**config.mk**
```make
export PLATFORM = sky130hd
export DESIGN_NAME = yrgb_div
export DESIGN_NICKNAME = d
export VERILOG_FILES = /design/src/rtl/yrgb_pkg.sv /design/src/rtl/yrgb_div.sv
export SDC_FILE = /design/constraint.sdc
export NUM_CORES = 2
export LEC_CHECK = 0
export BUFFER_PORTS_ARGS = -buffer_cell sky130_fd_sc_hd__buf_2
export CAP_MARGIN = 20
export CORE_UTILIZATION = 59
export CTS_CLUSTER_DIAMETER = 30
export CTS_CLUSTER_SIZE = 12
export DETAILED_ROUTE_END_ITERATION = 8
export GPL_TIMING_DRIVEN = 0
export PLACE_DENSITY = 0.72
export SKIP_CTS_REPAIR_TIMING = 1
export SLEW_MARGIN = 10
export SYNTH_ARGS = -nofsm -noshare
export SYNTH_HDL_FRONTEND = slang
export SYNTH_SLANG_ARGS = --single-unit
```
**constraint.sdc**
```tcl
create_clock -name clk -period 9.4 [get_ports clk]
set_input_delay 0.47 -clock clk [delete_from_list [all_inputs] [get_ports clk]]
set_output_delay 0.47 -clock clk [all_outputs]
set_load 0.05 [all_outputs]
```
**src/rtl/yrgb_pkg.sv**
```systemverilog
// ----------------------------------------------------------------------------
// yrgb_pkg : shared constants, types and coefficient tables
// Widths, range levels, matrix coefficients and pipeline stage numbering
// for the YCbCr to RGB converter.
// ----------------------------------------------------------------------------
package yrgb_pkg;

    // Coefficient fraction bits (Q2.14 by default)
    localparam int COEF_FRAC_BITS = 14;

    // Port widths
    localparam int SMP_W      = 10;
    localparam int SMP8_W     = 8;
    localparam int OUT_W      = 8;
    localparam int CFG_IDX_W  = 3;
    localparam int CFG_DATA_W = 14;
    localparam int DIM_W      = 14;

    // Level widths
    localparam int BLACK_W = 7;
    localparam int SPAN_W  = 10;

    // Datapath widths
    localparam int COEF_W = COEF_FRAC_BITS + 2;
    localparam int E_W    = SMP_W + 1;
    localparam int LP_W   = 2 * E_W;
    localparam int P_W    = COEF_W + E_W;
    localparam int SUM_W  = P_W + 1;
    localparam int T_W    = SUM_W + E_W;
    localparam int N_W    = T_W + 1;
    localparam int X_W    = N_W + OUT_W + 2;
    localparam int D_W    = 2 * SPAN_W + COEF_FRAC_BITS;
    localparam int D2_W   = D_W + 1;

    // Channels
    localparam int NUM_CH = 3;
    localparam int CH_R   = 0;
    localparam int CH_G   = 1;
    localparam int CH_B   = 2;

    // Pipeline layout: front (differences .. numerator), then per-channel divider
    localparam int FRONT_STG = 5;
    localparam int DIV_STG   = 3 + OUT_W;
    localparam int NSTG      = FRONT_STG + DIV_STG;

    localparam int ST_DIFF = 0;
    localparam int ST_PROD = 1;
    localparam int ST_SUM  = 2;
    localparam int ST_SPAN = 3;
    localparam int ST_ADD  = 4;

    localparam int DV_SCALE = 0;
    localparam int DV_OFFS  = 1;
    localparam int DV_SAT   = 2;

    // Sample levels
    localparam logic [BLACK_W-1:0] BLACK_LIM_8  = BLACK_W'(16);
    localparam logic [BLACK_W-1:0] BLACK_LIM_10 = BLACK_W'(64);
    localparam logic [BLACK_W-1:0] BLACK_FULL   = BLACK_W'(0);
    localparam logic [SMP_W-1:0]   CENTRE_8     = SMP_W'(128);
    localparam logic [SMP_W-1:0]   CENTRE_10    = SMP_W'(512);
    localparam logic [SPAN_W-1:0]  LS_LIM_8     = SPAN_W'(219);
    localparam logic [SPAN_W-1:0]  LS_LIM_10    = SPAN_W'(876);
    localparam logic [SPAN_W-1:0]  CS_LIM_8     = SPAN_W'(224);
    localparam logic [SPAN_W-1:0]  CS_LIM_10    = SPAN_W'(896);
    localparam logic [SPAN_W-1:0]  SPAN_FULL_8  = SPAN_W'(255);
    localparam logic [SPAN_W-1:0]  SPAN_FULL_10 = SPAN_W'(1023);

    // Denominators Ls * Cs * 2^COEF_FRAC_BITS for each range mode
    localparam logic [D_W-1:0] D_LIM_8 =
        (D_W'(LS_LIM_8) * D_W'(CS_LIM_8)) << COEF_FRAC_BITS;
    localparam logic [D_W-1:0] D_LIM_10 =
        (D_W'(LS_LIM_10) * D_W'(CS_LIM_10)) << COEF_FRAC_BITS;
    localparam logic [D_W-1:0] D_FULL_8 =
        (D_W'(SPAN_FULL_8) * D_W'(SPAN_FULL_8)) << COEF_FRAC_BITS;
    localparam logic [D_W-1:0] D_FULL_10 =
        (D_W'(SPAN_FULL_10) * D_W'(SPAN_FULL_10)) << COEF_FRAC_BITS;

    // HD guess for an unspecified matrix
    localparam logic [DIM_W-1:0] HD_MIN_WIDTH  = DIM_W'(1280);
    localparam logic [DIM_W-1:0] SD_MAX_HEIGHT = DIM_W'(576);
    localparam logic [DIM_W-1:0] WIDTH_RST     = DIM_W'(1920);
    localparam logic [DIM_W-1:0] HEIGHT_RST    = DIM_W'(1080);

    // Register map
    typedef enum logic [CFG_IDX_W-1:0] {
        REG_TEN_BIT      = 3'd0,
        REG_FULL_RANGE   = 3'd1,
        REG_COLOR_SPACE  = 3'd2,
        REG_FRAME_WIDTH  = 3'd3,
        REG_FRAME_HEIGHT = 3'd4
    } reg_idx_t;

    typedef enum logic [1:0] {
        CSP_UNSPEC = 2'd0,
        CSP_BT601  = 2'd1,
        CSP_BT709  = 2'd2,
        CSP_BT2020 = 2'd3
    } color_space_t;

    typedef enum logic [1:0] {
        MAT_601  = 2'd0,
        MAT_709  = 2'd1,
        MAT_2020 = 2'd2
    } mat_t;

    localparam int NUM_MAT  = 3;
    localparam int NUM_COEF = 4;
    localparam int CF_R_CR  = 0;
    localparam int CF_G_CB  = 1;
    localparam int CF_G_CR  = 2;
    localparam int CF_B_CB  = 3;

    localparam longint MICRO_ONE  = 1000000;
    localparam longint MICRO_HALF = 500000;

    // Matrix entry in millionths to fixed point, ties away from zero
    function automatic longint to_fixed(input longint micro);
        longint mag;
        longint q;
        mag = (micro < 0) ? -micro : micro;
        q   = ((mag <<< COEF_FRAC_BITS) + MICRO_HALF) / MICRO_ONE;
        return (micro < 0) ? -q : q;
    endfunction

    localparam logic signed [COEF_W-1:0] COEF_TBL [NUM_MAT][NUM_COEF] = '{
        '{COEF_W'(to_fixed(1402000)), COEF_W'(to_fixed(-344136)),
          COEF_W'(to_fixed(-714136)), COEF_W'(to_fixed(1772000))},
        '{COEF_W'(to_fixed(1574800)), COEF_W'(to_fixed(-187324)),
          COEF_W'(to_fixed(-468124)), COEF_W'(to_fixed(1855600))},
        '{COEF_W'(to_fixed(1474600)), COEF_W'(to_fixed(-164553)),
          COEF_W'(to_fixed(-571353)), COEF_W'(to_fixed(1881400))}
    };

    // Per-configuration values seen by the datapath
    typedef struct packed {
        logic                     ten;
        logic [BLACK_W-1:0]       black;
        logic [SMP_W-1:0]         centre;
        logic [SPAN_W-1:0]        ls;
        logic [SPAN_W-1:0]        cs;
        logic signed [COEF_W-1:0] cv_r;
        logic signed [COEF_W-1:0] cu_g;
        logic signed [COEF_W-1:0] cv_g;
        logic signed [COEF_W-1:0] cu_b;
        logic [D_W-1:0]           d;
    } cfg_t;

endpackage

```
**src/rtl/yrgb_div.sv**
```systemverilog
// ----------------------------------------------------------------------------
// yrgb_div : per-channel rounding divider
// Forms 2N + D, checks saturation, then one restoring quotient bit a stage.
// ----------------------------------------------------------------------------
module yrgb_div (
    input  logic                                clk,
    input  logic [yrgb_pkg::DIV_STG-1:0]        en,
    input  logic signed [yrgb_pkg::N_W-1:0]     n,
    input  logic [yrgb_pkg::D_W-1:0]            d,
    output logic [yrgb_pkg::OUT_W-1:0]          value
);

    logic [yrgb_pkg::D2_W-1:0]          d2;
    logic signed [yrgb_pkg::X_W-1:0]    m_reg, m_next;
    logic                               pa_reg, pa_next, pb_reg;
    logic [yrgb_pkg::X_W-1:0]           x_reg, x_next;
    logic [yrgb_pkg::X_W-1:0]           rem_reg [yrgb_pkg::OUT_W];
    logic [yrgb_pkg::X_W-1:0]           rem_next [yrgb_pkg::OUT_W];
    logic [yrgb_pkg::OUT_W-1:0]         q_reg [yrgb_pkg::OUT_W];
    logic [yrgb_pkg::OUT_W-1:0]         q_next [yrgb_pkg::OUT_W];
    logic                               pos_reg [yrgb_pkg::OUT_W];
    logic                               pos_next [yrgb_pkg::OUT_W];
    logic                               sat_reg [yrgb_pkg::OUT_W];
    logic                               sat_next [yrgb_pkg::OUT_W];
    logic [yrgb_pkg::X_W-1:0]           shifted [yrgb_pkg::OUT_W];
    logic                               take [yrgb_pkg::OUT_W];
    logic [yrgb_pkg::X_W-1:0]           diff [yrgb_pkg::OUT_W];
    logic [yrgb_pkg::OUT_W-1:0]         qn [yrgb_pkg::OUT_W];
    logic [yrgb_pkg::OUT_W-1:0]         value_reg, value_next;

    assign d2 = {d, 1'b0};

    always_comb
    begin
        // 2N = 2 * 255 * n = (n << 9) - (n << 1)
        m_next  = (yrgb_pkg::X_W'(n) <<< (yrgb_pkg::OUT_W + 1)) - (yrgb_pkg::X_W'(n) <<< 1);
        pa_next = !n[yrgb_pkg::N_W-1] && (n != '0);
        x_next  = $unsigned(m_reg) + yrgb_pkg::X_W'(d);

        rem_next[0] = x_reg;
        q_next[0]   = '0;
        pos_next[0] = pb_reg;
        sat_next[0] = x_reg >= (yrgb_pkg::X_W'(d2) << yrgb_pkg::OUT_W);

        for (int k = 0; k < yrgb_pkg::OUT_W; k++)
        begin
            shifted[k] = yrgb_pkg::X_W'(d2) << (yrgb_pkg::OUT_W - 1 - k);
            take[k]    = rem_reg[k] >= shifted[k];
            diff[k]    = take[k] ? (rem_reg[k] - shifted[k]) : rem_reg[k];
            qn[k]      = {q_reg[k][yrgb_pkg::OUT_W-2:0], take[k]};
        end

        for (int k = 1; k < yrgb_pkg::OUT_W; k++)
        begin
            rem_next[k] = diff[k-1];
            q_next[k]   = qn[k-1];
            pos_next[k] = pos_reg[k-1];
            sat_next[k] = sat_reg[k-1];
        end

        // non-positive numerator clamps low, quotient past 255 clamps high
        if (!pos_reg[yrgb_pkg::OUT_W-1])
            value_next = '0;
        else if (sat_reg[yrgb_pkg::OUT_W-1])
            value_next = '1;
        else
            value_next = qn[yrgb_pkg::OUT_W-1];
    end

    always_ff @(posedge clk)
    begin
        if (en[yrgb_pkg::DV_SCALE])
        begin
            m_reg  <= m_next;
            pa_reg <= pa_next;
        end
        if (en[yrgb_pkg::DV_OFFS])
        begin
            x_reg  <= x_next;
            pb_reg <= pa_reg;
        end
        for (int k = 0; k < yrgb_pkg::OUT_W; k++)
        begin
            if (en[yrgb_pkg::DV_SAT + k])
            begin
                rem_reg[k] <= rem_next[k];
                q_reg[k]   <= q_next[k];
                pos_reg[k] <= pos_next[k];
                sat_reg[k] <= sat_next[k];
            end
        end
        if (en[yrgb_pkg::DIV_STG-1])
        begin
            value_reg <= value_next;
        end
    end

    assign value = value_reg;

endmodule

```
# Word-level counts from Yosys, hierarchy flattened
# Memory sizes are Yosys's and may differ from the RTL's.
# Cells that the tools add are included.
# classes
n_addsub,9
order_cmp,9
mux,24
reduce_logical,3
# op_table
op,count
$mux 50,7
$add 50x34->50,1
$ge 50x35->1,1
$ge 50x36->1,1
$ge 50x37->1,1
$ge 50x38->1,1
$ge 50x39->1,1
$ge 50x40->1,1
$ge 50x41->1,1
$ge 50x42->1,1
$ge 50x43->1,1
$sub 49x41->50,1
$sub 50x36->50,1
$sub 50x37->50,1
$sub 50x38->50,1
$sub 50x39->50,1
$sub 50x40->50,1
$sub 50x41->50,1
$sub 50x42->50,1
$reduce_bool 40->1,1
$mux 1,16
$mux 8,1
$logic_and 1x1->1,1
$logic_not 1->1,1
# word_totals
reg_bits,110
ram_bits,480
in_bits,86
output_inout_bits,8
wordCells,54
mem_count,4
# mem_list
memory,words,width,rd,rd_clocked_by_memory_dff,write_ports,line,source
rem_reg,8,50,8,0,8,yrgb_div.sv:17,logic [yrgb_pkg::X_W-1:0] rem_reg [yrgb_pkg::OUT_W];
q_reg,8,8,8,0,8,yrgb_div.sv:19,logic [yrgb_pkg::OUT_W-1:0] q_reg [yrgb_pkg::OUT_W];
pos_reg,8,1,8,0,8,yrgb_div.sv:21,logic pos_reg [yrgb_pkg::OUT_W];
sat_reg,8,1,8,0,8,yrgb_div.sv:23,logic sat_reg [yrgb_pkg::OUT_W];

# Longest topological paths before layout
# An unclocked memory read counts as a cell.
# logic_depth
word_depth,3
ltp_mapped,16
ltp_nobuf,15

# Worst setup path before layout
# OpenSTA, ideal clock, no wires.
# synth_timing
kind,input-to-reg
start,input port d[1] (netlist bit)
end,memory rem_reg[0][108] (netlist bit) (data pin)
setup_ps,260
t_arrival_ps,3706
required_time_ps,9140
slack_ps,5434
stages,11
path_buffers,1
cell_sequence,inv_1 > ha_1 > nor2b_1 > o31a_1 > o31a_1 > o211ai_1 > a211oi_1 > or4b_2 > a21oi_2 > buf_2 > mux2_2
# synth_lines
item,line,source
start: declaration,yrgb_div.sv:9,"input logic [yrgb_pkg::D_W-1:0] d,"
end: declaration,yrgb_div.sv:17,

==> metrics.md <==
| Metric | Value |
|---|---|
| Outcome | finished, final reports clean |
| Critical Path AT | 5.61 ns |
| Sequential share of the synthesized area | 41.86% |
| First-pass GRT wire length | 159.4 mm |
| Post-Syn Area | 39670 sq um |
| Synth-to-Final Area Change | 15.19% |
| Total Power | 0.01367 W |
| Initial Utilization | 60.02% |
| Crit-path cells | buf_2 -> inv_1 -> ha_1 -> nor2b_1 -> o31a_1 -> o31a_1 -> o22ai_1 -> o31a_1 -> o21ai_0 -> a21boi_1 -> clkbuf_1 -> clkbuf_1 -> o21ai_0 |
| DR WL/cell | 19.35 microns |
| RSZ-0062 raised after global routing | no |
| DRT Wirelength | 102.3 mm |
| Critical path peak fanout | 15 |
| Syn_area_per_cell | 9.690 sq um |
| Reg area | 16610 sq um |
| Max IR drop VDD | 190.2 uV |
| Antenna diode count | 0 |
| Global-route usage over all layers | 29.61% |
| CTS root buffer | clkbuf_16 |
| Most used DFF post-synth | edfxtp_1 |
| Most used cell along the critical path | o31a_1 |
| Commonest non-fill, non-tap cells in the layout | edfxtp_1 (553), a21oi_1 (406), nand2_1 (393) |
| GR Overflow Total | 0 |
| Max reg flops | 400 |
| Vias/cell | 6.072 |
| Buf/Inv on CP | 4 |
| Largest net degree at the start of global routing | 60 |
| Fmax | 0.1917 GHz |
| Via count | 32100 |
| Inst Count DP | 5054 |
| Crit end category | flip-flop |
| Share of cells above drive strength 1 | 8.390% |
| Post-Syn Instances | 4094 |
| Area of the core | 66100 sq um |
| Setup violators final | 0 |
| Max cap viols | 0 |
| Ys async rst share | 0% |
| EDFF count, synth | 553 |
| Max-slew headroom | 25.43% |
| Syn. warnings | 0 |
| Worst skew pair latency | 0.68 ns |
| Number of cell rows | 94 |
| Startpoint type of the worst setup path | primary input |
| PwrDens | 299.3 nW/um^2 |
| Synth cell types | 82 |
| Post-route DRC | 0 |
| H-tree levels | 3 |
| Final worst setup slack | 4.183 ns |
| Area occupied by multi-input gates | 21990 sq um |
| Required time of the critical path | 9.80 ns |
| Final Non-Filler Cells | 5286 |
| Final ANT Viol Nets | 0 |
| Setup tns final | 0 ns |
| Min-Delay Path Class | primary input to flip-flop |
| DIE WIDTH | 261.3 microns |
| Critical path class | primary input to flip-flop |
| Slowest stage cell, crit path | a21boi_1 |
| Post-layout net count | 4793 |
| Num CTS Buffers | 120 |
| Router iterations before antenna repair | 6 |
| Hold_ws | 0.06768 ns |
| Detailed Place HPWL | 79.86 mm |
| Clk pin slew, worst setup/hold paths | 0.05 ns |
| Initial DRC count | 2266 |
| Post-route minimum period | 5.217 ns |
| Period utilization | 55.50% |
| Die Span Y | 261.3 microns |
| Skew final | 0.03223 ns |
| Cell family with most CP delay | compound AO/OA/AOI/OAI gates |
| # IOs | 94 |
| Tightest Pin Transition | 1.110 ns |
| Fillers | 5171 |
| Die area | 68280 sq um |
| Final hold vios | 0 |
| IO buf count | 93 |
| Clock Tree Buf Depth | 3 |
| FF+latch count, synth | 553 |
| Slew Viols, Final | 0 |
| Post-Place Worst Slack | 3.674 ns |
| Slowest cell delay on critical path | 0.76 ns |
| Antenna violations before repair | 0 |
| Commonest non-fill, non-tap cell in the layout | edfxtp_1 |
| GPL Wtd Cong | 0.9570 |
| CTS tree | yes |
| Syn nets | 4568 |
| P_leak | 18.12 nW |
| Number of global-route vias before repair | 31700 |
| CTS sink count | 553 |
[worst register-to-register path: cells and delay by family (launching register included)]
kind,cells,cell delay (ns)
AND/OR/NAND/NOR,3,0.83
buffers and inverters,3,1.71
AO/OA/AOI/OAI,5,1.58
flip-flops,1,0.41
adder cells (fa/ha/maj),1,0.29
[routing by layer]
layer | part of all wire (%) | track usage, % | up-vias
met3 | 4.4 | 4.055 | 254
met5 | 0 | 0 | -
met2 | 51 | 55.34 | 935
met4 | 5.6 | 17.01 | 0
li1 | - | - | 15860
met1 | 39 | 31.81 | 15050
[cells by family after synthesis]
kind of cell    after synthesis  share of synthesized area [%]
compound gates             1249                          19.33
flops                       553                          41.86
mux                          21                         0.5898
simple gates               1229                          14.96
fa+ha+maj                   388                          12.39
xor+xnor                    370                          8.169
buf+inv                     284                          2.706
[Yosys cell counts, types with 87 or more instances]
cell type	number	area (sq um)
a21o_1	163	1224
a21oi_1	406	2032
clkbuf_1	98	367.9
edfxtp_1	553	16610
ha_1	380	4755
inv_1	173	649.4
nand2_1	393	1475
nand3_1	88	440.4
nor2_1	288	1081
nor3_1	87	435.4
o21ai_0	331	1657
xnor2_1	216	1892
xor2_1	154	1349
[through the flow]
| stage | cell area (sq um) | utilization [%] |
|---|---|---|
| 2_1_floorplan | 39670 | - |
| 3_3_place_gp | 41220 | 62.36 |
| 3_5_place_dp | 41280 | 62.45 |
| 4_1_cts | 45570 | 68.94 |
| 5_1_grt | 45690 | 69.13 |
| 6_report | 45690 | 69.13 |
[final timing paths]
kind | startpoint | to | slack [ns] | depth (start not counted)
max | d[1] | rem_reg[1][6] | 4.18 | 13
min | n[0] | m_reg[1] | 0.07 | 1
max reg2reg | rem_reg[1][116] | rem_reg[1][176] | 4.39 | 12
min reg2reg | q_reg[0][16] | q_reg[0][25] | 0.40 | 0
[cell type report]
class	instances	area share, %
buffer	111	0.9283
clock buffer	129	6.646
clock inverter	96	2.738
inverter	173	1.421
multi-input combinational	3257	48.12
sequential	553	36.34
tap	864	2.366
timing repair buffer	103	1.435
[power breakdown]
part	switching, W	internal [W]
logic	0.00305	0.00216
registers	0.000385	0.00371
clock network	0.00139	0.00297
No activity file was read; power rests on OpenSTA's default activity.
