==> src/rtl/yrgb_pkg.sv <==
// ----------------------------------------------------------------------------
// yrgb_pkg : shared constants, types and coefficient tables
// Widths, range levels, matrix coefficients and pipeline stage numbering
// for the YCbCr to RGB converter.
// ----------------------------------------------------------------------------
package yrgb_pkg;

    // Coefficient fraction bits (Q2.14 by default)
    localparam int COEF_FRAC_BITS = 14;

    // Port widths
    localparam int SMP_W      = 10;
    localparam int SMP8_W     = 8;
    localparam int OUT_W      = 8;
    localparam int CFG_IDX_W  = 3;
    localparam int CFG_DATA_W = 14;
    localparam int DIM_W      = 14;

    // Level widths
    localparam int BLACK_W = 7;
    localparam int SPAN_W  = 10;

    // Datapath widths
    localparam int COEF_W = COEF_FRAC_BITS + 2;
    localparam int E_W    = SMP_W + 1;
    localparam int LP_W   = 2 * E_W;
    localparam int P_W    = COEF_W + E_W;
    localparam int SUM_W  = P_W + 1;
    localparam int T_W    = SUM_W + E_W;
    localparam int N_W    = T_W + 1;
    localparam int X_W    = N_W + OUT_W + 2;
    localparam int D_W    = 2 * SPAN_W + COEF_FRAC_BITS;
    localparam int D2_W   = D_W + 1;

    // Channels
    localparam int NUM_CH = 3;
    localparam int CH_R   = 0;
    localparam int CH_G   = 1;
    localparam int CH_B   = 2;

    // Pipeline layout: front (differences .. numerator), then per-channel divider
    localparam int FRONT_STG = 5;
    localparam int DIV_STG   = 3 + OUT_W;
    localparam int NSTG      = FRONT_STG + DIV_STG;

    localparam int ST_DIFF = 0;
    localparam int ST_PROD = 1;
    localparam int ST_SUM  = 2;
    localparam int ST_SPAN = 3;
    localparam int ST_ADD  = 4;

    localparam int DV_SCALE = 0;
    localparam int DV_OFFS  = 1;
    localparam int DV_SAT   = 2;

    // Sample levels
    localparam logic [BLACK_W-1:0] BLACK_LIM_8  = BLACK_W'(16);
    localparam logic [BLACK_W-1:0] BLACK_LIM_10 = BLACK_W'(64);
    localparam logic [BLACK_W-1:0] BLACK_FULL   = BLACK_W'(0);
    localparam logic [SMP_W-1:0]   CENTRE_8     = SMP_W'(128);
    localparam logic [SMP_W-1:0]   CENTRE_10    = SMP_W'(512);
    localparam logic [SPAN_W-1:0]  LS_LIM_8     = SPAN_W'(219);
    localparam logic [SPAN_W-1:0]  LS_LIM_10    = SPAN_W'(876);
    localparam logic [SPAN_W-1:0]  CS_LIM_8     = SPAN_W'(224);
    localparam logic [SPAN_W-1:0]  CS_LIM_10    = SPAN_W'(896);
    localparam logic [SPAN_W-1:0]  SPAN_FULL_8  = SPAN_W'(255);
    localparam logic [SPAN_W-1:0]  SPAN_FULL_10 = SPAN_W'(1023);

    // Denominators Ls * Cs * 2^COEF_FRAC_BITS for each range mode
    localparam logic [D_W-1:0] D_LIM_8 =
        (D_W'(LS_LIM_8) * D_W'(CS_LIM_8)) << COEF_FRAC_BITS;
    localparam logic [D_W-1:0] D_LIM_10 =
        (D_W'(LS_LIM_10) * D_W'(CS_LIM_10)) << COEF_FRAC_BITS;
    localparam logic [D_W-1:0] D_FULL_8 =
        (D_W'(SPAN_FULL_8) * D_W'(SPAN_FULL_8)) << COEF_FRAC_BITS;
    localparam logic [D_W-1:0] D_FULL_10 =
        (D_W'(SPAN_FULL_10) * D_W'(SPAN_FULL_10)) << COEF_FRAC_BITS;

    // HD guess for an unspecified matrix
    localparam logic [DIM_W-1:0] HD_MIN_WIDTH  = DIM_W'(1280);
    localparam logic [DIM_W-1:0] SD_MAX_HEIGHT = DIM_W'(576);
    localparam logic [DIM_W-1:0] WIDTH_RST     = DIM_W'(1920);
    localparam logic [DIM_W-1:0] HEIGHT_RST    = DIM_W'(1080);

    // Register map
    typedef enum logic [CFG_IDX_W-1:0] {
        REG_TEN_BIT      = 3'd0,
        REG_FULL_RANGE   = 3'd1,
        REG_COLOR_SPACE  = 3'd2,
        REG_FRAME_WIDTH  = 3'd3,
        REG_FRAME_HEIGHT = 3'd4
    } reg_idx_t;

    typedef enum logic [1:0] {
        CSP_UNSPEC = 2'd0,
        CSP_BT601  = 2'd1,
        CSP_BT709  = 2'd2,
        CSP_BT2020 = 2'd3
    } color_space_t;

    typedef enum logic [1:0] {
        MAT_601  = 2'd0,
        MAT_709  = 2'd1,
        MAT_2020 = 2'd2
    } mat_t;

    localparam int NUM_MAT  = 3;
    localparam int NUM_COEF = 4;
    localparam int CF_R_CR  = 0;
    localparam int CF_G_CB  = 1;
    localparam int CF_G_CR  = 2;
    localparam int CF_B_CB  = 3;

    localparam longint MICRO_ONE  = 1000000;
    localparam longint MICRO_HALF = 500000;

    // Matrix entry in millionths to fixed point, ties away from zero
    function automatic longint to_fixed(input longint micro);
        longint mag;
        longint q;
        mag = (micro < 0) ? -micro : micro;
        q   = ((mag <<< COEF_FRAC_BITS) + MICRO_HALF) / MICRO_ONE;
        return (micro < 0) ? -q : q;
    endfunction

    localparam logic signed [COEF_W-1:0] COEF_TBL [NUM_MAT][NUM_COEF] = '{
        '{COEF_W'(to_fixed(1402000)), COEF_W'(to_fixed(-344136)),
          COEF_W'(to_fixed(-714136)), COEF_W'(to_fixed(1772000))},
        '{COEF_W'(to_fixed(1574800)), COEF_W'(to_fixed(-187324)),
          COEF_W'(to_fixed(-468124)), COEF_W'(to_fixed(1855600))},
        '{COEF_W'(to_fixed(1474600)), COEF_W'(to_fixed(-164553)),
          COEF_W'(to_fixed(-571353)), COEF_W'(to_fixed(1881400))}
    };

    // Per-configuration values seen by the datapath
    typedef struct packed {
        logic                     ten;
        logic [BLACK_W-1:0]       black;
        logic [SMP_W-1:0]         centre;
        logic [SPAN_W-1:0]        ls;
        logic [SPAN_W-1:0]        cs;
        logic signed [COEF_W-1:0] cv_r;
        logic signed [COEF_W-1:0] cu_g;
        logic signed [COEF_W-1:0] cv_g;
        logic signed [COEF_W-1:0] cu_b;
        logic [D_W-1:0]           d;
    } cfg_t;

endpackage

==> src/rtl/yrgb_front.sv <==
// ----------------------------------------------------------------------------
// yrgb_front : offsets, matrix products and numerator
// Five stages: sample offsets, products, green sum, span scaling, numerator.
// ----------------------------------------------------------------------------
module yrgb_front (
    input  logic                                  clk,
    input  logic [yrgb_pkg::FRONT_STG-1:0]        en,
    input  yrgb_pkg::cfg_t                        cfg,
    input  logic [yrgb_pkg::SMP_W-1:0]            luma,
    input  logic [yrgb_pkg::SMP_W-1:0]            blue_diff,
    input  logic [yrgb_pkg::SMP_W-1:0]            red_diff,
    output logic signed [yrgb_pkg::N_W-1:0]       n [yrgb_pkg::NUM_CH]
);

    logic [yrgb_pkg::SMP_W-1:0]          y_m, cb_m, cr_m;
    logic signed [yrgb_pkg::E_W-1:0]     ey_reg, ey_next, eb_reg, eb_next, er_reg, er_next;
    logic signed [yrgb_pkg::E_W-1:0]     cs_s, ls_s;
    logic signed [yrgb_pkg::COEF_W-1:0]  cv_r, cu_g, cv_g, cu_b;
    logic signed [yrgb_pkg::LP_W-1:0]    lp1_reg, lp1_next, lp2_reg, lp3_reg;
    logic signed [yrgb_pkg::P_W-1:0]     pr_reg, pr_next, pgu_reg, pgu_next;
    logic signed [yrgb_pkg::P_W-1:0]     pgv_reg, pgv_next, pb_reg, pb_next;
    logic signed [yrgb_pkg::SUM_W-1:0]   sum_reg [yrgb_pkg::NUM_CH];
    logic signed [yrgb_pkg::SUM_W-1:0]   sum_next [yrgb_pkg::NUM_CH];
    logic signed [yrgb_pkg::T_W-1:0]     t_reg [yrgb_pkg::NUM_CH];
    logic signed [yrgb_pkg::T_W-1:0]     t_next [yrgb_pkg::NUM_CH];
    logic signed [yrgb_pkg::N_W-1:0]     n_reg [yrgb_pkg::NUM_CH];
    logic signed [yrgb_pkg::N_W-1:0]     n_next [yrgb_pkg::NUM_CH];

    assign cs_s = $signed(yrgb_pkg::E_W'(cfg.cs));
    assign ls_s = $signed(yrgb_pkg::E_W'(cfg.ls));
    assign cv_r = cfg.cv_r;
    assign cu_g = cfg.cu_g;
    assign cv_g = cfg.cv_g;
    assign cu_b = cfg.cu_b;

    always_comb
    begin
        // 8-bit mode keeps the low byte only
        y_m  = cfg.ten ? luma      : yrgb_pkg::SMP_W'(luma[yrgb_pkg::SMP8_W-1:0]);
        cb_m = cfg.ten ? blue_diff : yrgb_pkg::SMP_W'(blue_diff[yrgb_pkg::SMP8_W-1:0]);
        cr_m = cfg.ten ? red_diff  : yrgb_pkg::SMP_W'(red_diff[yrgb_pkg::SMP8_W-1:0]);

        ey_next = $signed(yrgb_pkg::E_W'(y_m)  - yrgb_pkg::E_W'(cfg.black));
        eb_next = $signed(yrgb_pkg::E_W'(cb_m) - yrgb_pkg::E_W'(cfg.centre));
        er_next = $signed(yrgb_pkg::E_W'(cr_m) - yrgb_pkg::E_W'(cfg.centre));

        lp1_next = ey_reg * cs_s;
        pr_next  = cv_r * er_reg;
        pgu_next = cu_g * eb_reg;
        pgv_next = cv_g * er_reg;
        pb_next  = cu_b * eb_reg;

        sum_next[yrgb_pkg::CH_R] = yrgb_pkg::SUM_W'(pr_reg);
        sum_next[yrgb_pkg::CH_G] = yrgb_pkg::SUM_W'(pgu_reg) + yrgb_pkg::SUM_W'(pgv_reg);
        sum_next[yrgb_pkg::CH_B] = yrgb_pkg::SUM_W'(pb_reg);

        for (int c = 0; c < yrgb_pkg::NUM_CH; c++)
        begin
            t_next[c] = sum_reg[c] * ls_s;
            n_next[c] = (yrgb_pkg::N_W'(lp3_reg) <<< yrgb_pkg::COEF_FRAC_BITS)
                        + yrgb_pkg::N_W'(t_reg[c]);
        end
    end

    always_ff @(posedge clk)
    begin
        if (en[yrgb_pkg::ST_DIFF])
        begin
            ey_reg <= ey_next;
            eb_reg <= eb_next;
            er_reg <= er_next;
        end
        if (en[yrgb_pkg::ST_PROD])
        begin
            lp1_reg <= lp1_next;
            pr_reg  <= pr_next;
            pgu_reg <= pgu_next;
            pgv_reg <= pgv_next;
            pb_reg  <= pb_next;
        end
        if (en[yrgb_pkg::ST_SUM])
        begin
            lp2_reg <= lp1_reg;
            sum_reg <= sum_next;
        end
        if (en[yrgb_pkg::ST_SPAN])
        begin
            lp3_reg <= lp2_reg;
            t_reg   <= t_next;
        end
        if (en[yrgb_pkg::ST_ADD])
        begin
            n_reg <= n_next;
        end
    end

    assign n = n_reg;

endmodule

==> config.mk <==
export PLATFORM = sky130hd
export DESIGN_NAME = yrgb_front
export DESIGN_NICKNAME = d
export VERILOG_FILES = /design/src/rtl/yrgb_pkg.sv /design/src/rtl/yrgb_front.sv
export SDC_FILE = /design/constraint.sdc
export NUM_CORES = 2
export LEC_CHECK = 0
export ABC_AREA = 1
export BUFFER_PORTS_ARGS = -buffer_cell sky130_fd_sc_hd__buf_2
export CORE_ASPECT_RATIO = 0.5
export CORE_MARGIN = 2
export CORE_UTILIZATION = 30
export DETAILED_ROUTE_END_ITERATION = 8
export GPL_TIMING_DRIVEN = 1
export SLEW_MARGIN = 20
export SYNTH_ARGS = -nofsm -noshare
export SYNTH_HDL_FRONTEND = slang
export SYNTH_SLANG_ARGS = --single-unit
==> constraint.sdc <==
create_clock -name clk -period 6.07 [get_ports clk]
set_input_delay 0.3035 -clock clk [delete_from_list [all_inputs] [get_ports clk]]
set_output_delay 0.3035 -clock clk [all_outputs]
set_load 0.05 [all_outputs]
# == Word-level counts from Yosys, hierarchy flattened ==
# Index checks and enable logic that the tools add are counted.
# word_totals
out_inout_bits,120
input_bits,172
ff_bits,524
wordCells,37
# classes
n_mux,3
mul,8
n_addsub,7
# op_table
operator,n
$mul 16x11->27,4
$add 36x38->39,2
$mul 27x11->38,2
$add 36x39->40,1
$mul 28x11->39,1
$mux 10,3
$add 27x27->28,1
$mul 11x11->22,1
$sub 10x10->11,2
$sub 10x7->11,1

# == Longest topological paths before layout ==
# logic_depth
depth_word,2
mapped_depth,26
mapped_depth_nobuf,24

# == Worst setup path before layout ==
# Ideal clock, no wire load.
# synth_path
path_type,input-to-reg
startpoint,in cfg[110] (netlist bit)
endpoint,reg t_reg[77] (netlist bit) (data pin)
t_arrival_ns,4.839
setup_ns,0.254
path_buffers,2
stages,19
setup_slack_ns,0.977
t_required_ns,5.816
cell_sequence,clkbuf_1 -> clkbuf_1 -> nand2_1 -> fa_1 -> inv_1 -> fa_1 -> inv_1 -> fa_1 -> fa_1 -> fa_1 -> inv_1 -> ha_1 -> inv_1 -> nor3_1 -> nand2_1 -> nor2_1 -> nand3_1 -> nand4_1 -> nand2_1
# synth_rtl
item,line_no,rtl
"start, declared",yrgb_front.sv:8,"input yrgb_pkg::cfg_t cfg,"
"end signal, assigned",yrgb_front.sv:89,t_reg <= t_next;
"end, declared",yrgb_front.sv:24,logic signed [yrgb_pkg::T_W-1:0] t_reg [yrgb_pkg::NUM_CH];

# == Final worst setup path ==
# layout_path
startpoint,reg er_reg[5] (netlist bit)
endpoint,reg pr_reg[25] (netlist bit) (data pin)
# layout_via
elab_chain_len,1
# layout_lines
item,line_no,rtl
"start, declared",yrgb_front.sv:16,"logic signed [yrgb_pkg::E_W-1:0] ey_reg, ey_next, eb_reg, eb_next, er_reg, er_next;"
"start signal, assigned",yrgb_front.sv:71,er_reg <= er_next;
$mul 16x11->27,yrgb_front.sv:48,pr_next = cv_r * er_reg;
"net pr_next, one bit",yrgb_front.sv:20,"logic signed [yrgb_pkg::P_W-1:0] pr_reg, pr_next, pgu_reg, pgu_next;"
"end signal, assigned",yrgb_front.sv:76,pr_reg <= pr_next;
"end, declared",yrgb_front.sv:20,
# The timed path passes the listed nets, and every way through them passes these cells.
# A chain may end at the register's enable or synchronous reset.

==> metrics.csv <==
metric;value;unit
result of the run;complete, no violations;
total CTS buffers;56;
fin crit period;5.62;ns
cell-by-cell trace of the critical path;nand2_1 > fa_1 > buf_4 > fa_1 > inv_1 > fa_1 > inv_1 > fa_1 > inv_1 > fa_1 > ha_1 > a21oi_1 > o21ai_0 > a21oi_1 > nand3_1 > nand2_1 > nand2_1;
Slew @ Worst Pin;0.956;ns
pin count of the biggest net entering global routing;80;
max-cap violation count;0;
max FFs per register;118;
via count of the first global-routing pass;67500;
core region area;0.287;mm2
Hold Vio Cnt, Final;0;
number of enable-type register cells in the synthesized netlist;522;
Max Fanout on Critical Path;18;
number of buffers added on ports;257;
routability-driven placement congestion ratio;0.898;
wire length of the first global-routing pass;369000;um
kind of cell with the highest combined delay on the critical path;adder cells;
post-detail-place hpwl;194000;um
clock root cell;sky130_fd_sc_hd__clkbuf_16;
asr flop ratio synth;0;
Detail Route Antenna Nets;0;
clock latency of the later-clocked register in the worst-skew pair;0.73;ns
Post-CTS Setup Bufs;0;
combined buffer and inverter count along the critical path;4;
via total after detailed routing;65500;
commonest non-fill, non-tap cell in the layout;sky130_fd_sc_hd__inv_1;
signed area change from the synthesized netlist to the final layout;8.91;%
fin. max-slew vios;0;
FF+latch count, synth;522;
DR DRC count;0;
launch point of the worst hold path;cfg[129];
sinks on the clock net;522;
Horiz. Die Dim;765;um
# H-tree levels;2;
flip-flop cell with the highest count after synthesis;sky130_fd_sc_hd__edfxtp_1;
gr usage total;0.157;
crit start category;register;
number of hold buffers added after cts;4;
net total in the final layout;13100;
Data required, critical path;6.48;ns
antenna violations before repair;32;
worst path arrival time;6.04;ns
path category of the worst min-delay check;primary input to register;
cell area after synthesis;0.0869;mm2
average routed wire per standard cell;15.5;um
achievable frequency;178;MHz
worst max-slew margin expressed relative to the limit;0.362;
Total Die Area;0.294;mm2
synth warn;0;
register clock-pin slew on the reported worst setup and hold paths;0.07;ns
total detailed-routing wirelength;228000;um
fraction of final layout cells sized beyond drive strength 1;0.0481;
sequential element share of the synthesized area;0.180;
number of buffers between clock root and the deepest sink;3;
vias per std cell;4.45;
number of unique standard cell types used by synthesis;45;
Critical path origin;er_reg[5];
Core Rows;139;
post-CTS sizing;0;
total congestion overflow;0;
Post-Synthesis Cells;10700;
first-pass detailed-route iteration total;6;
initial core utilization;0.302;
number of primary I/O pins;292;
CP endpoint kind;register;
Post-Syn Nets;13000;
Die Y;385;um
Post-Synthesis Mean Instance Area;8.11;um2
CP most frequent cell;sky130_fd_sc_hd__fa_1;
delay of the slowest cell on the worst path;0.93;ns
worst reg2reg path startpoint;er_reg[5];
RSZ-0062 raised after global routing;no;
setup TNS after final layout;0;ns
CTS tree;built;
final count of negative-setup-slack endpoints;0;
Tcrit/Tclk final;0.926;
violation count after the first detailed-routing iteration;4017;
Critical-path top delay cell;sky130_fd_sc_hd__edfxtp_1;
Worst Skew;0.0734;ns
highest-count cells in the layout ignoring fill and taps;2997 x sky130_fd_sc_hd__inv_1, 2869 x sky130_fd_sc_hd__nand2_1, 1467 x sky130_fd_sc_hd__fa_1;
critical path start-end classification;register to register;
## per-layer routing
layer	routed length, um	GRT usage	vias up
li1	-	-	31500
met1	110000	0.227	32200
met2	104000	0.257	1478
met3	10800	0.0163	232
met4	3740	0.0283	0
met5	0	0	-
## path summary, 6_finish.rpt
check        slack [ns]     endpoint  depth (start not counted)
min                0.07    ey_reg[1]                          3
max                0.45   pr_reg[25]                         17
min reg2reg        0.40  sum_reg[78]                          0
max reg2reg        0.45   pr_reg[25]                         17
## layout make-up
type                    instances  area (um2)
flip-flops and latches        522       15700
inverters                    3004       11300
well taps                    3877        4850
clock buffers                  58        1410
clock inverters                43         509
diodes                         10        25.0
multi-input cells            6856       58700
fillers                     30100      193000
repair buffers                341        2180
## synthesized netlist by cell type, types with 3 or more instances
master,number,area [um2]
sky130_fd_sc_hd__nand3_2,4,40.0
sky130_fd_sc_hd__nor3_1,34,170
sky130_fd_sc_hd__nand3_1,285,1430
sky130_fd_sc_hd__a21oi_2,4,35.0
sky130_fd_sc_hd__a21boi_0,4,30.0
sky130_fd_sc_hd__nor2_1,466,1750
sky130_fd_sc_hd__o21ai_2,6,52.6
sky130_fd_sc_hd__nand2_2,16,100
sky130_fd_sc_hd__a21oi_1,354,1770
sky130_fd_sc_hd__nor3_2,11,110
sky130_fd_sc_hd__o211ai_1,8,60.1
sky130_fd_sc_hd__nor2_2,18,113
sky130_fd_sc_hd__a21boi_2,3,33.8
sky130_fd_sc_hd__a21o_1,16,120
sky130_fd_sc_hd__ha_1,657,8220
sky130_fd_sc_hd__o21ai_0,170,851
sky130_fd_sc_hd__inv_2,7,26.3
sky130_fd_sc_hd__o21a_1,10,75.1
sky130_fd_sc_hd__nor4_1,13,81.3
sky130_fd_sc_hd__xor2_1,200,1750
sky130_fd_sc_hd__nand2_1,2869,10800
sky130_fd_sc_hd__nor4_2,3,37.5
sky130_fd_sc_hd__fa_1,1467,29400
sky130_fd_sc_hd__clkbuf_1,244,916
sky130_fd_sc_hd__o21bai_1,43,323
sky130_fd_sc_hd__buf_1,79,297
sky130_fd_sc_hd__o21ai_1,16,80.1
sky130_fd_sc_hd__edfxtp_1,522,15700
sky130_fd_sc_hd__or2_2,15,93.8
sky130_fd_sc_hd__xnor2_1,64,561
sky130_fd_sc_hd__a31oi_1,4,25.0
sky130_fd_sc_hd__nand3b_1,11,82.6
sky130_fd_sc_hd__inv_1,2997,11200
sky130_fd_sc_hd__nand4_1,70,438
## per-stage QoR
| step | setup slack [ns] | cell area, um2 | util | hold slack [ns] | cells |
|---|---|---|---|---|---|
| global placement | 0.528 | 92600 | 0.322 | 0.401 | 14600 |
| floorplan | 0.977 | 86900 | - | 0.400 | 10700 |
| detailed placement | 0.482 | 92600 | 0.322 | 0.405 | 14600 |
| finish | 0.446 | 94600 | 0.329 | 0.0747 | 14700 |
| CTS | 0.465 | 94600 | 0.329 | 0.0110 | 14700 |
| global route | 0.131 | 94600 | 0.329 | 0.0628 | 14700 |
## worst min-delay path: stages
cell                    delay (ns)
sky130_fd_sc_hd__buf_2        0.11
sky130_fd_sc_hd__fa_1         0.17
sky130_fd_sc_hd__inv_1        0.05
## cells by family (layout without fill, tap and decap cells)
family / Yosys count / in the layout / synth area share
AND/OR/NAND/NOR: 3823 / 3823 / 0.176
buffers and inverters: 3329 / 3446 / 0.144
adder cells (fa/ha/maj): 2124 / 2124 / 0.433
AO/OA/AOI/OAI: 645 / 645 / 0.0405
flip-flops: 522 / 522 / 0.180
XOR/XNOR: 264 / 264 / 0.0266
other: 0 / 10 / 0
Power is not shown: default switching activity piles up to over one toggle a cycle in this logic, so the estimate is an artifact.
