$ cat src/rtl/yrgb_pkg.sv
// ----------------------------------------------------------------------------
// yrgb_pkg : shared constants, types and coefficient tables
// Widths, range levels, matrix coefficients and pipeline stage numbering
// for the YCbCr to RGB converter.
// ----------------------------------------------------------------------------
package yrgb_pkg;

    // Coefficient fraction bits (Q2.14 by default)
    localparam int COEF_FRAC_BITS = 14;

    // Port widths
    localparam int SMP_W      = 10;
    localparam int SMP8_W     = 8;
    localparam int OUT_W      = 8;
    localparam int CFG_IDX_W  = 3;
    localparam int CFG_DATA_W = 14;
    localparam int DIM_W      = 14;

    // Level widths
    localparam int BLACK_W = 7;
    localparam int SPAN_W  = 10;

    // Datapath widths
    localparam int COEF_W = COEF_FRAC_BITS + 2;
    localparam int E_W    = SMP_W + 1;
    localparam int LP_W   = 2 * E_W;
    localparam int P_W    = COEF_W + E_W;
    localparam int SUM_W  = P_W + 1;
    localparam int T_W    = SUM_W + E_W;
    localparam int N_W    = T_W + 1;
    localparam int X_W    = N_W + OUT_W + 2;
    localparam int D_W    = 2 * SPAN_W + COEF_FRAC_BITS;
    localparam int D2_W   = D_W + 1;

    // Channels
    localparam int NUM_CH = 3;
    localparam int CH_R   = 0;
    localparam int CH_G   = 1;
    localparam int CH_B   = 2;

    // Pipeline layout: front (differences .. numerator), then per-channel divider
    localparam int FRONT_STG = 5;
    localparam int DIV_STG   = 3 + OUT_W;
    localparam int NSTG      = FRONT_STG + DIV_STG;

    localparam int ST_DIFF = 0;
    localparam int ST_PROD = 1;
    localparam int ST_SUM  = 2;
    localparam int ST_SPAN = 3;
    localparam int ST_ADD  = 4;

    localparam int DV_SCALE = 0;
    localparam int DV_OFFS  = 1;
    localparam int DV_SAT   = 2;

    // Sample levels
    localparam logic [BLACK_W-1:0] BLACK_LIM_8  = BLACK_W'(16);
    localparam logic [BLACK_W-1:0] BLACK_LIM_10 = BLACK_W'(64);
    localparam logic [BLACK_W-1:0] BLACK_FULL   = BLACK_W'(0);
    localparam logic [SMP_W-1:0]   CENTRE_8     = SMP_W'(128);
    localparam logic [SMP_W-1:0]   CENTRE_10    = SMP_W'(512);
    localparam logic [SPAN_W-1:0]  LS_LIM_8     = SPAN_W'(219);
    localparam logic [SPAN_W-1:0]  LS_LIM_10    = SPAN_W'(876);
    localparam logic [SPAN_W-1:0]  CS_LIM_8     = SPAN_W'(224);
    localparam logic [SPAN_W-1:0]  CS_LIM_10    = SPAN_W'(896);
    localparam logic [SPAN_W-1:0]  SPAN_FULL_8  = SPAN_W'(255);
    localparam logic [SPAN_W-1:0]  SPAN_FULL_10 = SPAN_W'(1023);

    // Denominators Ls * Cs * 2^COEF_FRAC_BITS for each range mode
    localparam logic [D_W-1:0] D_LIM_8 =
        (D_W'(LS_LIM_8) * D_W'(CS_LIM_8)) << COEF_FRAC_BITS;
    localparam logic [D_W-1:0] D_LIM_10 =
        (D_W'(LS_LIM_10) * D_W'(CS_LIM_10)) << COEF_FRAC_BITS;
    localparam logic [D_W-1:0] D_FULL_8 =
        (D_W'(SPAN_FULL_8) * D_W'(SPAN_FULL_8)) << COEF_FRAC_BITS;
    localparam logic [D_W-1:0] D_FULL_10 =
        (D_W'(SPAN_FULL_10) * D_W'(SPAN_FULL_10)) << COEF_FRAC_BITS;

    // HD guess for an unspecified matrix
    localparam logic [DIM_W-1:0] HD_MIN_WIDTH  = DIM_W'(1280);
    localparam logic [DIM_W-1:0] SD_MAX_HEIGHT = DIM_W'(576);
    localparam logic [DIM_W-1:0] WIDTH_RST     = DIM_W'(1920);
    localparam logic [DIM_W-1:0] HEIGHT_RST    = DIM_W'(1080);

    // Register map
    typedef enum logic [CFG_IDX_W-1:0] {
        REG_TEN_BIT      = 3'd0,
        REG_FULL_RANGE   = 3'd1,
        REG_COLOR_SPACE  = 3'd2,
        REG_FRAME_WIDTH  = 3'd3,
        REG_FRAME_HEIGHT = 3'd4
    } reg_idx_t;

    typedef enum logic [1:0] {
        CSP_UNSPEC = 2'd0,
        CSP_BT601  = 2'd1,
        CSP_BT709  = 2'd2,
        CSP_BT2020 = 2'd3
    } color_space_t;

    typedef enum logic [1:0] {
        MAT_601  = 2'd0,
        MAT_709  = 2'd1,
        MAT_2020 = 2'd2
    } mat_t;

    localparam int NUM_MAT  = 3;
    localparam int NUM_COEF = 4;
    localparam int CF_R_CR  = 0;
    localparam int CF_G_CB  = 1;
    localparam int CF_G_CR  = 2;
    localparam int CF_B_CB  = 3;

    localparam longint MICRO_ONE  = 1000000;
    localparam longint MICRO_HALF = 500000;

    // Matrix entry in millionths to fixed point, ties away from zero
    function automatic longint to_fixed(input longint micro);
        longint mag;
        longint q;
        mag = (micro < 0) ? -micro : micro;
        q   = ((mag <<< COEF_FRAC_BITS) + MICRO_HALF) / MICRO_ONE;
        return (micro < 0) ? -q : q;
    endfunction

    localparam logic signed [COEF_W-1:0] COEF_TBL [NUM_MAT][NUM_COEF] = '{
        '{COEF_W'(to_fixed(1402000)), COEF_W'(to_fixed(-344136)),
          COEF_W'(to_fixed(-714136)), COEF_W'(to_fixed(1772000))},
        '{COEF_W'(to_fixed(1574800)), COEF_W'(to_fixed(-187324)),
          COEF_W'(to_fixed(-468124)), COEF_W'(to_fixed(1855600))},
        '{COEF_W'(to_fixed(1474600)), COEF_W'(to_fixed(-164553)),
          COEF_W'(to_fixed(-571353)), COEF_W'(to_fixed(1881400))}
    };

    // Per-configuration values seen by the datapath
    typedef struct packed {
        logic                     ten;
        logic [BLACK_W-1:0]       black;
        logic [SMP_W-1:0]         centre;
        logic [SPAN_W-1:0]        ls;
        logic [SPAN_W-1:0]        cs;
        logic signed [COEF_W-1:0] cv_r;
        logic signed [COEF_W-1:0] cu_g;
        logic signed [COEF_W-1:0] cv_g;
        logic signed [COEF_W-1:0] cu_b;
        logic [D_W-1:0]           d;
    } cfg_t;

endpackage

$ cat src/rtl/yrgb_cfg.sv
// ----------------------------------------------------------------------------
// yrgb_cfg : configuration registers
// Holds the five registers and decodes range levels, matrix and denominator.
// ----------------------------------------------------------------------------
module yrgb_cfg (
    input  logic                             clk,
    input  logic                             rst_n,
    input  logic                             cfg_valid,
    output logic                             cfg_ready,
    input  logic [yrgb_pkg::CFG_IDX_W-1:0]   cfg_index,
    input  logic [yrgb_pkg::CFG_DATA_W-1:0]  cfg_data,
    output yrgb_pkg::cfg_t                   cfg
);

    logic                          ten_reg, ten_next;
    logic                          full_reg, full_next;
    yrgb_pkg::color_space_t        csp_reg, csp_next;
    logic [yrgb_pkg::DIM_W-1:0]    width_reg, width_next;
    logic [yrgb_pkg::DIM_W-1:0]    height_reg, height_next;
    yrgb_pkg::mat_t                mat;

    assign cfg_ready = 1'b1;

    always_comb
    begin
        ten_next    = ten_reg;
        full_next   = full_reg;
        csp_next    = csp_reg;
        width_next  = width_reg;
        height_next = height_reg;
        if (cfg_valid)
        begin
            unique case (yrgb_pkg::reg_idx_t'(cfg_index))
                yrgb_pkg::REG_TEN_BIT:      ten_next    = cfg_data[0];
                yrgb_pkg::REG_FULL_RANGE:   full_next   = cfg_data[0];
                yrgb_pkg::REG_COLOR_SPACE:  csp_next    = yrgb_pkg::color_space_t'(cfg_data[1:0]);
                yrgb_pkg::REG_FRAME_WIDTH:  width_next  = cfg_data;
                yrgb_pkg::REG_FRAME_HEIGHT: height_next = cfg_data;
                default:
                begin
                end
            endcase
        end
    end

    always_ff @(posedge clk or negedge rst_n)
    begin
        if (!rst_n)
        begin
            ten_reg    <= 1'b0;
            full_reg   <= 1'b0;
            csp_reg    <= yrgb_pkg::CSP_UNSPEC;
            width_reg  <= yrgb_pkg::WIDTH_RST;
            height_reg <= yrgb_pkg::HEIGHT_RST;
        end
        else
        begin
            ten_reg    <= ten_next;
            full_reg   <= full_next;
            csp_reg    <= csp_next;
            width_reg  <= width_next;
            height_reg <= height_next;
        end
    end

    // Matrix choice; unspecified falls back on a frame-size guess
    always_comb
    begin
        unique case (csp_reg)
            yrgb_pkg::CSP_BT2020: mat = yrgb_pkg::MAT_2020;
            yrgb_pkg::CSP_BT709:  mat = yrgb_pkg::MAT_709;
            yrgb_pkg::CSP_BT601:  mat = yrgb_pkg::MAT_601;
            yrgb_pkg::CSP_UNSPEC:
            begin
                if (width_reg >= yrgb_pkg::HD_MIN_WIDTH || height_reg > yrgb_pkg::SD_MAX_HEIGHT)
                    mat = yrgb_pkg::MAT_709;
                else
                    mat = yrgb_pkg::MAT_601;
            end
            default: mat = yrgb_pkg::MAT_601;
        endcase
    end

    always_comb
    begin
        cfg.ten    = ten_reg;
        cfg.centre = ten_reg ? yrgb_pkg::CENTRE_10 : yrgb_pkg::CENTRE_8;
        if (full_reg)
        begin
            cfg.black = yrgb_pkg::BLACK_FULL;
            cfg.ls    = ten_reg ? yrgb_pkg::SPAN_FULL_10 : yrgb_pkg::SPAN_FULL_8;
            cfg.cs    = ten_reg ? yrgb_pkg::SPAN_FULL_10 : yrgb_pkg::SPAN_FULL_8;
            cfg.d     = ten_reg ? yrgb_pkg::D_FULL_10 : yrgb_pkg::D_FULL_8;
        end
        else
        begin
            cfg.black = ten_reg ? yrgb_pkg::BLACK_LIM_10 : yrgb_pkg::BLACK_LIM_8;
            cfg.ls    = ten_reg ? yrgb_pkg::LS_LIM_10 : yrgb_pkg::LS_LIM_8;
            cfg.cs    = ten_reg ? yrgb_pkg::CS_LIM_10 : yrgb_pkg::CS_LIM_8;
            cfg.d     = ten_reg ? yrgb_pkg::D_LIM_10 : yrgb_pkg::D_LIM_8;
        end
        cfg.cv_r = yrgb_pkg::COEF_TBL[mat][yrgb_pkg::CF_R_CR];
        cfg.cu_g = yrgb_pkg::COEF_TBL[mat][yrgb_pkg::CF_G_CB];
        cfg.cv_g = yrgb_pkg::COEF_TBL[mat][yrgb_pkg::CF_G_CR];
        cfg.cu_b = yrgb_pkg::COEF_TBL[mat][yrgb_pkg::CF_B_CB];
    end

endmodule

$ cat config.mk
export PLATFORM = sky130hd
export DESIGN_NAME = yrgb_cfg
export DESIGN_NICKNAME = d
export VERILOG_FILES = /design/src/rtl/yrgb_pkg.sv /design/src/rtl/yrgb_cfg.sv
export SDC_FILE = /design/constraint.sdc
export NUM_CORES = 1
export LEC_CHECK = 0
export BUFFER_PORTS_ARGS = -buffer_cell sky130_fd_sc_hd__buf_2
export CORE_MARGIN = 5
export CORE_UTILIZATION = 40
export DETAILED_ROUTE_END_ITERATION = 7
export HOLD_SLACK_MARGIN = 0.15
export PLACE_DENSITY = 0.8
export SLEW_MARGIN = 10
export SYNTH_ARGS = -nofsm -noshare
export SYNTH_HDL_FRONTEND = slang
export SYNTH_SLANG_ARGS = --single-unit
$ cat constraint.sdc
create_clock -name clk -period 2.8 [get_ports clk]
set_input_delay 0.28 -clock clk [delete_from_list [all_inputs] [get_ports clk]]
set_output_delay 0.28 -clock clk [all_outputs]
set_load 0.005 [all_outputs]
---- After elaboration in Yosys (flattened, before gate mapping) ----
Index checks and enable logic that the tools add are counted.
storage, ports and cells
  output and inout port bits .............. 137
  input port bits ......................... 20
  bits in registers ....................... 32
  logic and storage cells ................. 39
operators by class
  reductions and logical operators ........ 8
  bitwise logic cells ..................... 1
  equal/unequal tests ..................... 7
  muxes and demuxes ....................... 15
  magnitude comparators ................... 3
operators by type and width
  cell                    count
  $bmux W64 S2            1
  $mux W64                2
  $mux W34                3
  $mux W10                4
  $mux W20                1
  $ge A14 B11 Y1 const B  1
  $gt A14 B10 Y1 const B  1
  $mux W7                 2
  $reduce_and A2 Y1       5
  $pmux W2 S4             1
  $eq A3 B2 Y1 const B    2
  $eq A2 B2 Y1 const B    2
  $eq A3 B1 Y1 const B    1
  $eq A3 B3 Y1 const B    1
  $ge A3 B3 Y1 const B    1
  $logic_not A3 Y1        1
  $not A2 Y3              1
  $eq A2 B1 Y1 const B    1
  $logic_not A2 Y1        1
  $logic_or A1 B1 Y1      1
  $mux W1                 1

---- Longest topological paths before layout ----
Gate-level depths: netlist (run 1).
  depth after elaboration ................. 8
  depth in mapped cells ................... 4
  depth with buffers taken out ............ 3

---- Least setup slack after synthesis (run 1) ----
OpenSTA, ideal clock, no wires.
  path kind ............................... reg-to-output
  start ................................... reg csp_reg[1]
  end ..................................... out cfg[39] (netlist name)
  path buffers ............................ 1
  stages on the path, launching flop included .. 5
  slack ................................... 620 ps
  data arrival time ....................... 1900 ps
  cells stage by stage .................... dfrtp_1 > nor4_1 > nand3_1 > o21ai_0 > buf_4
RTL lines
  what                      RTL line        RTL
  start: declaration        yrgb_cfg.sv:17  yrgb_pkg::color_space_t csp_reg, csp_next;
  start signal: assignment  yrgb_cfg.sv:52  csp_reg <= yrgb_pkg::CSP_UNSPEC;
  start signal: assignment  yrgb_cfg.sv:60  csp_reg <= csp_next;
  end: declaration          yrgb_cfg.sv:12  output yrgb_pkg::cfg_t cfg

==> key figures, run 1 <==
Cells and area
  • Antenna cells: 0
  • Share of cells above drive strength 1: 54.8%
  • Max reg flops: 14
  • Total Nets Final: 262
  • Area growth, synth to finish: -5.17%

GRT
  • Initial antenna violation count: 0
  • Vias in the first global route: 928
  • Total track usage: 9.33%
  • Largest net degree at the start of global routing: 25
  • GR Overflow Total: 0
  • First-pass GRT wire length: 4.81 mm

Placed design
  • Post-DP HPWL: 3.11 mm
  • I/O Buffers: between 90 and 100
  • Routability congestion estimate from global placement: 0.769

Drt
  • ANT nets after route: 0
  • DRC: 0
  • Final WL: 3.60 mm
  • Drt initial violations: 33
  • Vias/cell: 3.76
  • Via count: 1169
  • Drt wl/cell: 11.6 µm
  • Pre-antenna DRT Iters: 4

Worst setup path
  • Critical Path AT: 1.83 ns
  • Worst R2R Path Depth: 2
  • CP Data Required Time: 2.52 ns
  • Worst-path maximum fanout: 5
  • Critical path class: reg2out
  • Largest stage delay, worst path: 0.43 ns
  • Crit-path cells: nor4_1 -> nand4_1 -> o22ai_1 -> buf_2
  • Startpoint types: flip-flop
  • Crit. End Element: output port
  • Crit path max-delay cell type: dfrtp_1

Pwr
  • Switching share of power: 32.6%
  • Reg power frac: 40.7%
  • Pint: 0.817 mW
  • Lkg Pwr: 1.09 nW
  • Clk pwr share: 19.2%
  • Peak supply drop: 0.000360 V
  • Psw: 0.396 mW
  • Logic gate share of total power: 40.1%
  • Pwr Density: 614 mW/mm²
  • Tot Pwr: 1.21 mW

Yosys
  • Main area contributors after synthesis: buf_4, dfrtp_1, dfstp_2
  • #FFs+latches synth: 24
  • Top_reg_cell synth: dfrtp_1
  • Cell Area, Synth: 0.00208 mm²
  • Post-synthesis sequential area ratio: 29.2%
  • Cells after Synth: 207
  • Cell taking the most area after synthesis: buf_4
  • Top-count cell post-synth: buf_4
  • Syn Area/Cell: 10.1 µm²
  • Syn. warnings: 0
  • Async SR Flop Fraction: 100%
  • Top cell type's share of synthesized area: ~45%
  • Synth cell types: 26
  • Synth cell count leaders: buf_4, dfrtp_1, mux2_2
  • EDFF count, synth: 0

Timing
  • Slew @ Worst Pin: 0.874 ns
  • Fmax: 0.474 GHz
  • Hold Violations, Final: 0
  • Period Utilization, post-route: 75.4%
  • Max-slew headroom: 41.5%
  • RSZ-0062 raised after global routing: false
  • Setup TNS: 0 ns
  • Worst Skew: 0 ns
  • Final slew viol count: 0
  • Final Setup Violations: 0
  • Minimum clock period: approximately 2.1 ns

Clock network
  • CTS Hold Bufs: 1
  • Post-CTS Setup Bufs: 0
  • CTS Root Cell: clkbuf_8
  • Clk pin slew, worst setup/hold paths: approximately 0.080 ns
  • CTS Buf Count: 3
  • Worst-Skew Late Latency: 0.27 ns
  • CTS tree: yes
  • Post-CTS resize count: 0
  • H-tree depth: 1
  • CTS Sinks: 24
  • CTS Buffer Depth: 2

Worst hold path
  • WHS Path Cells: 2
  • Hold WC Path Type: in2reg

Floorplan
  • FP Rows: 26
  • Die height: 82.2 µm
  • Initial core utilization: 41.1%
  • Die Area: 0.00675 mm²
  • Core area: 0.00507 mm²
  • IO Pins: ~160
  • Die X: 82.2 µm

Status
  • Outcome: finished clean

Flow run
  • Maxcap violations: 0
## layout make-up
class,instances,area (µm²)
repair buffers,95,483
clock buffers,4,55.1
multi-input cells,112,718
well taps,70,87.6
inverters,6,22.5
fillers,510,3100
flip-flops and latches,24,609
## per-stage QoR
stage / util [%] / hold WS, ns / setup WS [ns] / std cells / area (µm²)
after global placement: 37.6 / 0.279 / 1.04 / 306 / 1910
final: 38.9 / 0.236 / 0.690 / 311 / 1980
after CTS: 38.9 / 0.226 / 0.620 / 311 / 1980
after detailed placement: 37.6 / 0.279 / 0.917 / 306 / 1910
after floorplan: - / -0.0156 / 0.620 / 268 / 2310
after global routing: 38.9 / 0.236 / 0.505 / 311 / 1980
## critical path, delay by kind of cell (launching register included)
kind	cells	cell delay, ns
compound gates	1	0.37
flops	1	0.43
buf+inv	1	0.20
simple gates	2	0.56
## power groups by stage
stage / clock, mW / combinational (mW) / sequential, mW
2_1_floorplan: 0 / 0.544 / 0.486
3_3_place_gp: 0 / 0.485 / 0.497
3_5_place_dp: 0 / 0.496 / 0.502
4_1_cts: 0.242 / 0.499 / 0.495
5_1_grt: 0.250 / 0.544 / 0.511
6_report: 0.233 / 0.487 / 0.494
## cells by family (layout without fill, tap and decap cells)
| kind of cell | after synthesis | in the layout | synth area share [%] |
|---|---|---|---|
| buffers and inverters | 132 | 105 | 47.3 |
| and+or+nand+nor | 18 | 18 | 6.79 |
| DFF | 24 | 24 | 29.2 |
| muxes | 22 | 22 | 13.7 |
| other | 2 | 63 | 0.360 |
| AOI/OAI and AO/OA | 9 | 9 | 2.64 |
## path summary, 6_finish.rpt
path / slack, ns / endpoint / start
min: 0.24 / height_reg[6]$_DFFE_PN0P_ / cfg_data[6]
max in group asynchronous: 1.93 / height_reg[3]$_DFFE_PN1P_ / rst_n
max: 0.69 / cfg[42] / csp_reg[1]$_DFFE_PN0P_
min in group asynchronous: 0.50 / height_reg[9]$_DFFE_PN0P_ / rst_n
max reg2reg: 1.93 / ten_reg$_DFFE_PN0P_ / ten_reg$_DFFE_PN0P_
min reg2reg: 0.52 / width_reg[12]$_DFFE_PN0P_ / width_reg[12]$_DFFE_PN0P_
## placed cells by master (no fill, tap or decap), drive strengths merged, types with 2 or more instances in the layout
cell type / n
inv: 6
nor4: 4
conb: 63
and4bb: 2
dfstp: 7
dfrtp: 17
o21ai: 4
nor2: 2
clkbuf: 4
mux2: 22
buf: 94
nand2: 4
## metal layers
metal  track usage (%)  share of wire [%]
met1              10.7                 34
met2              17.2                 52
met3             0.651                 13
met4              4.98                1.8
met5                 0                  0
(Power assumes the default switching activity.)
==> run 2: changes to the inputs <==
- CORE_UTILIZATION: 40 -> 37
- PLACE_DENSITY: 0.8 -> 0.78
- clock period: 2.8 -> 1.8 ns (I/O delays scaled with it)
==> key figures, run 2 (synthesized netlist as in run 1, its figures left out) <==
GRT
  • Vias in the first global route: 1092
  • Routing usage on met1: 10.6%
  • Total track usage: 9.17%
  • GR Overflow Total: 0
  • First-pass GRT wire length: 5.41 mm
  • GRT met3 Usage: approximately 2.1%
  • Initial antenna violation count: 0
  • Met2 GRT Util: ~16%
  • Largest net degree at the start of global routing: 25
  • Most used routing layer: met2

Floorplan
  • Die Area: ~0.0072 mm²
  • IO Pins: 157
  • Die height: 85.0 µm
  • Core area: 0.00547 mm²
  • Initial core utilization: 38.1%
  • FP Rows: 27
  • Die X: 85.0 µm

Clock network
  • CTS Buffer Depth: 2
  • CTS Buf Count: 3
  • Clk pin slew, worst setup/hold paths: around 0.080 ns
  • CTS Root Cell: clkbuf_8
  • Post-CTS Setup Bufs: 0
  • CTS Sinks: 24
  • Worst-Skew Late Latency: roughly 0.26 ns
  • H-tree depth: 1
  • CTS tree: yes

Worst hold path
  • Hold WC Path Type: in2reg
  • WHS Path Cells: 2

Cells and area
  • Most frequent cells in the layout: buf_2, conb_1, dfrtp_1
  • Total Nets Final: 269
  • Share of cells above drive strength 1: 56.9%
  • Area growth, synth to finish: 1.80%
  • Antenna cells: 0
  • Max reg flops: 14
  • Final std cells w/o fill: 320
  • Fillers: between 500 and 600
  • Commonest non-fill, non-tap cell in the layout: buf_2
  • Cell area after layout: between 0.002 and 0.0025 mm²

Pwr
  • Pint: approximately 1.3 mW
  • Switching share of power: between 30% and 40%
  • Pwr Density: roughly 930 mW/mm²
  • Clk pwr share: 18.4%
  • Psw: between 0.6 and 0.7 mW
  • Peak supply drop: 0.000460 V
  • Tot Pwr: 1.98 mW
  • Logic gate share of total power: 41.2%
  • Lkg Pwr: 1.14 nW
  • Reg power frac: roughly 40%

Drt
  • DRC: 0
  • ANT nets after route: 0
  • Drt initial violations: 23
  • Pre-antenna DRT Iters: 4
  • Vias/cell: 3.74
  • Via count: 1198
  • Final WL: roughly 3.8 mm
  • Drt wl/cell: 11.8 µm

Placed design
  • Post-DP HPWL: 3.18 mm
  • Dpl cells: 310
  • I/O Buffers: 93
  • Area of placed instances: around 0.0019 mm²
  • Routability congestion estimate from global placement: 0.712

Worst setup path
  • Largest stage delay, worst path: 0.41 ns
  • Worst R2R Path Depth: 2
  • Crit path max-delay cell type: dfrtp_1
  • Critical Path AT: 1.56 ns
  • Worst-path maximum fanout: 5
  • Startpoint types: flip-flop
  • Critical path class: reg2out
  • CP Data Required Time: 1.62 ns
  • Crit. End Element: output port
  • Crit-path cells: nor4_4 -> nand4_1 -> o22ai_1 -> buf_4 -> buf_2

Flow run
  • Maxcap violations: 0

Timing
  • Hold Violations, Final: 0
  • Period Utilization, post-route: 96.8%
  • Fmax: around 0.57 GHz
  • Worst Skew: 0 ns
  • Max-slew headroom: 64.8%
  • Slew @ Worst Pin: 0.527 ns
  • RSZ-0062 raised after global routing: true
  • Final slew viol count: 0
  • Minimum clock period: 1.74 ns
  • Final Setup Violations: 0

Status
  • Outcome: finished clean
-- run 2: cell count changes in the layout (fill, tap and decap cells not counted), moves of 2 or more --
cell           before  now
buf_6               0    4
dlygate4sd3_1       1    6
nor4_1              4    0
nor4_2              0    2
nor4_4              0    2
buf_2              93   89
buf_4               1    3
-- run 2: layout make-up --
cell class                      count  area [µm²]  share of cell area, %
Multi-Input combinational cell    112         771                   36.3
Sequential cell                    24         609                   28.7
Timing Repair Buffer              102         573                   27.0
Tap cell                           72        90.1                   4.25
Clock buffer                        4        55.1                   2.60
Inverter                            6        22.5                   1.06
-- run 2: worst paths after layout --
| kind | startpoint | endpoint | slack [ns] |
|---|---|---|---|
| max | width_reg[12]$_DFFE_PN0P_ | cfg[90] | 0.06 |
| min | cfg_data[10] | height_reg[10]$_DFFE_PN1P_ | 0.16 |
| max reg2reg | ten_reg$_DFFE_PN0P_ | ten_reg$_DFFE_PN0P_ | 0.92 |
| min reg2reg | height_reg[2]$_DFFE_PN0P_ | height_reg[2]$_DFFE_PN0P_ | 0.54 |
| max in group asynchronous | rst_n | width_reg[10]$_DFFE_PN1P_ | 1.01 |
| min in group asynchronous | rst_n | height_reg[6]$_DFFE_PN0P_ | 0.43 |
-- run 2: through the flow --
step | hold slack, ns | setup TNS (ns) | setup WS [ns] | util [%]
after CTS | 0.150 | 0 | 0.000293 | 37.7
after global placement | 0.180 | 0 | 0.246 | 35.2
after floorplan | -0.116 | 0 | 0.00405 | -
after detailed placement | 0.190 | 0 | 0.241 | 35.2
final | 0.156 | 0 | 0.0569 | 38.8
after global routing | 0.149 | -1.90 | -0.102 | 38.8
-- run 2: what timing repair did --
| action | CTS | global route |
|---|---|---|
| resized for setup | 4 | 9 |
| endpoints found under the setup margin | 30 | 30 |
| endpoints found under the hold margin | 22 | 0 |
| hold buffers | 6 | 0 |
| pin swaps | 1 | 1 |
-- run 2: power by group through the flow --
| stage | registers [mW] | clock network, mW | logic, mW |
|---|---|---|---|
| 2_1_floorplan | 0.755 | 0 | 0.845 |
| 3_3_place_gp | 0.773 | 0 | 0.760 |
| 3_5_place_dp | 0.784 | 0 | 0.774 |
| 4_1_cts | 0.784 | 0.378 | 0.793 |
| 5_1_grt | 0.823 | 0.400 | 0.904 |
| 6_report | 0.802 | 0.363 | 0.815 |
-- run 2: critical path: cells and delay by family (launching register included) --
family | cells | cell delay, ns
buffers and inverters | 2 | 0.29
DFF | 1 | 0.41
AOI/OAI and AO/OA | 1 | 0.14
and+or+nand+nor | 2 | 0.46
-- run 2: routing by layer --
metal | part of all wire [%] | routed length [µm] | vias to the layer above
met3 | 13 | 504 | 4
met2 | 51 | 1930 | 78
li1 | - | - | 562
met1 | 34 | 1290 | 554
met4 | 1.0 | 39 | 0
met5 | 0 | 0 | -
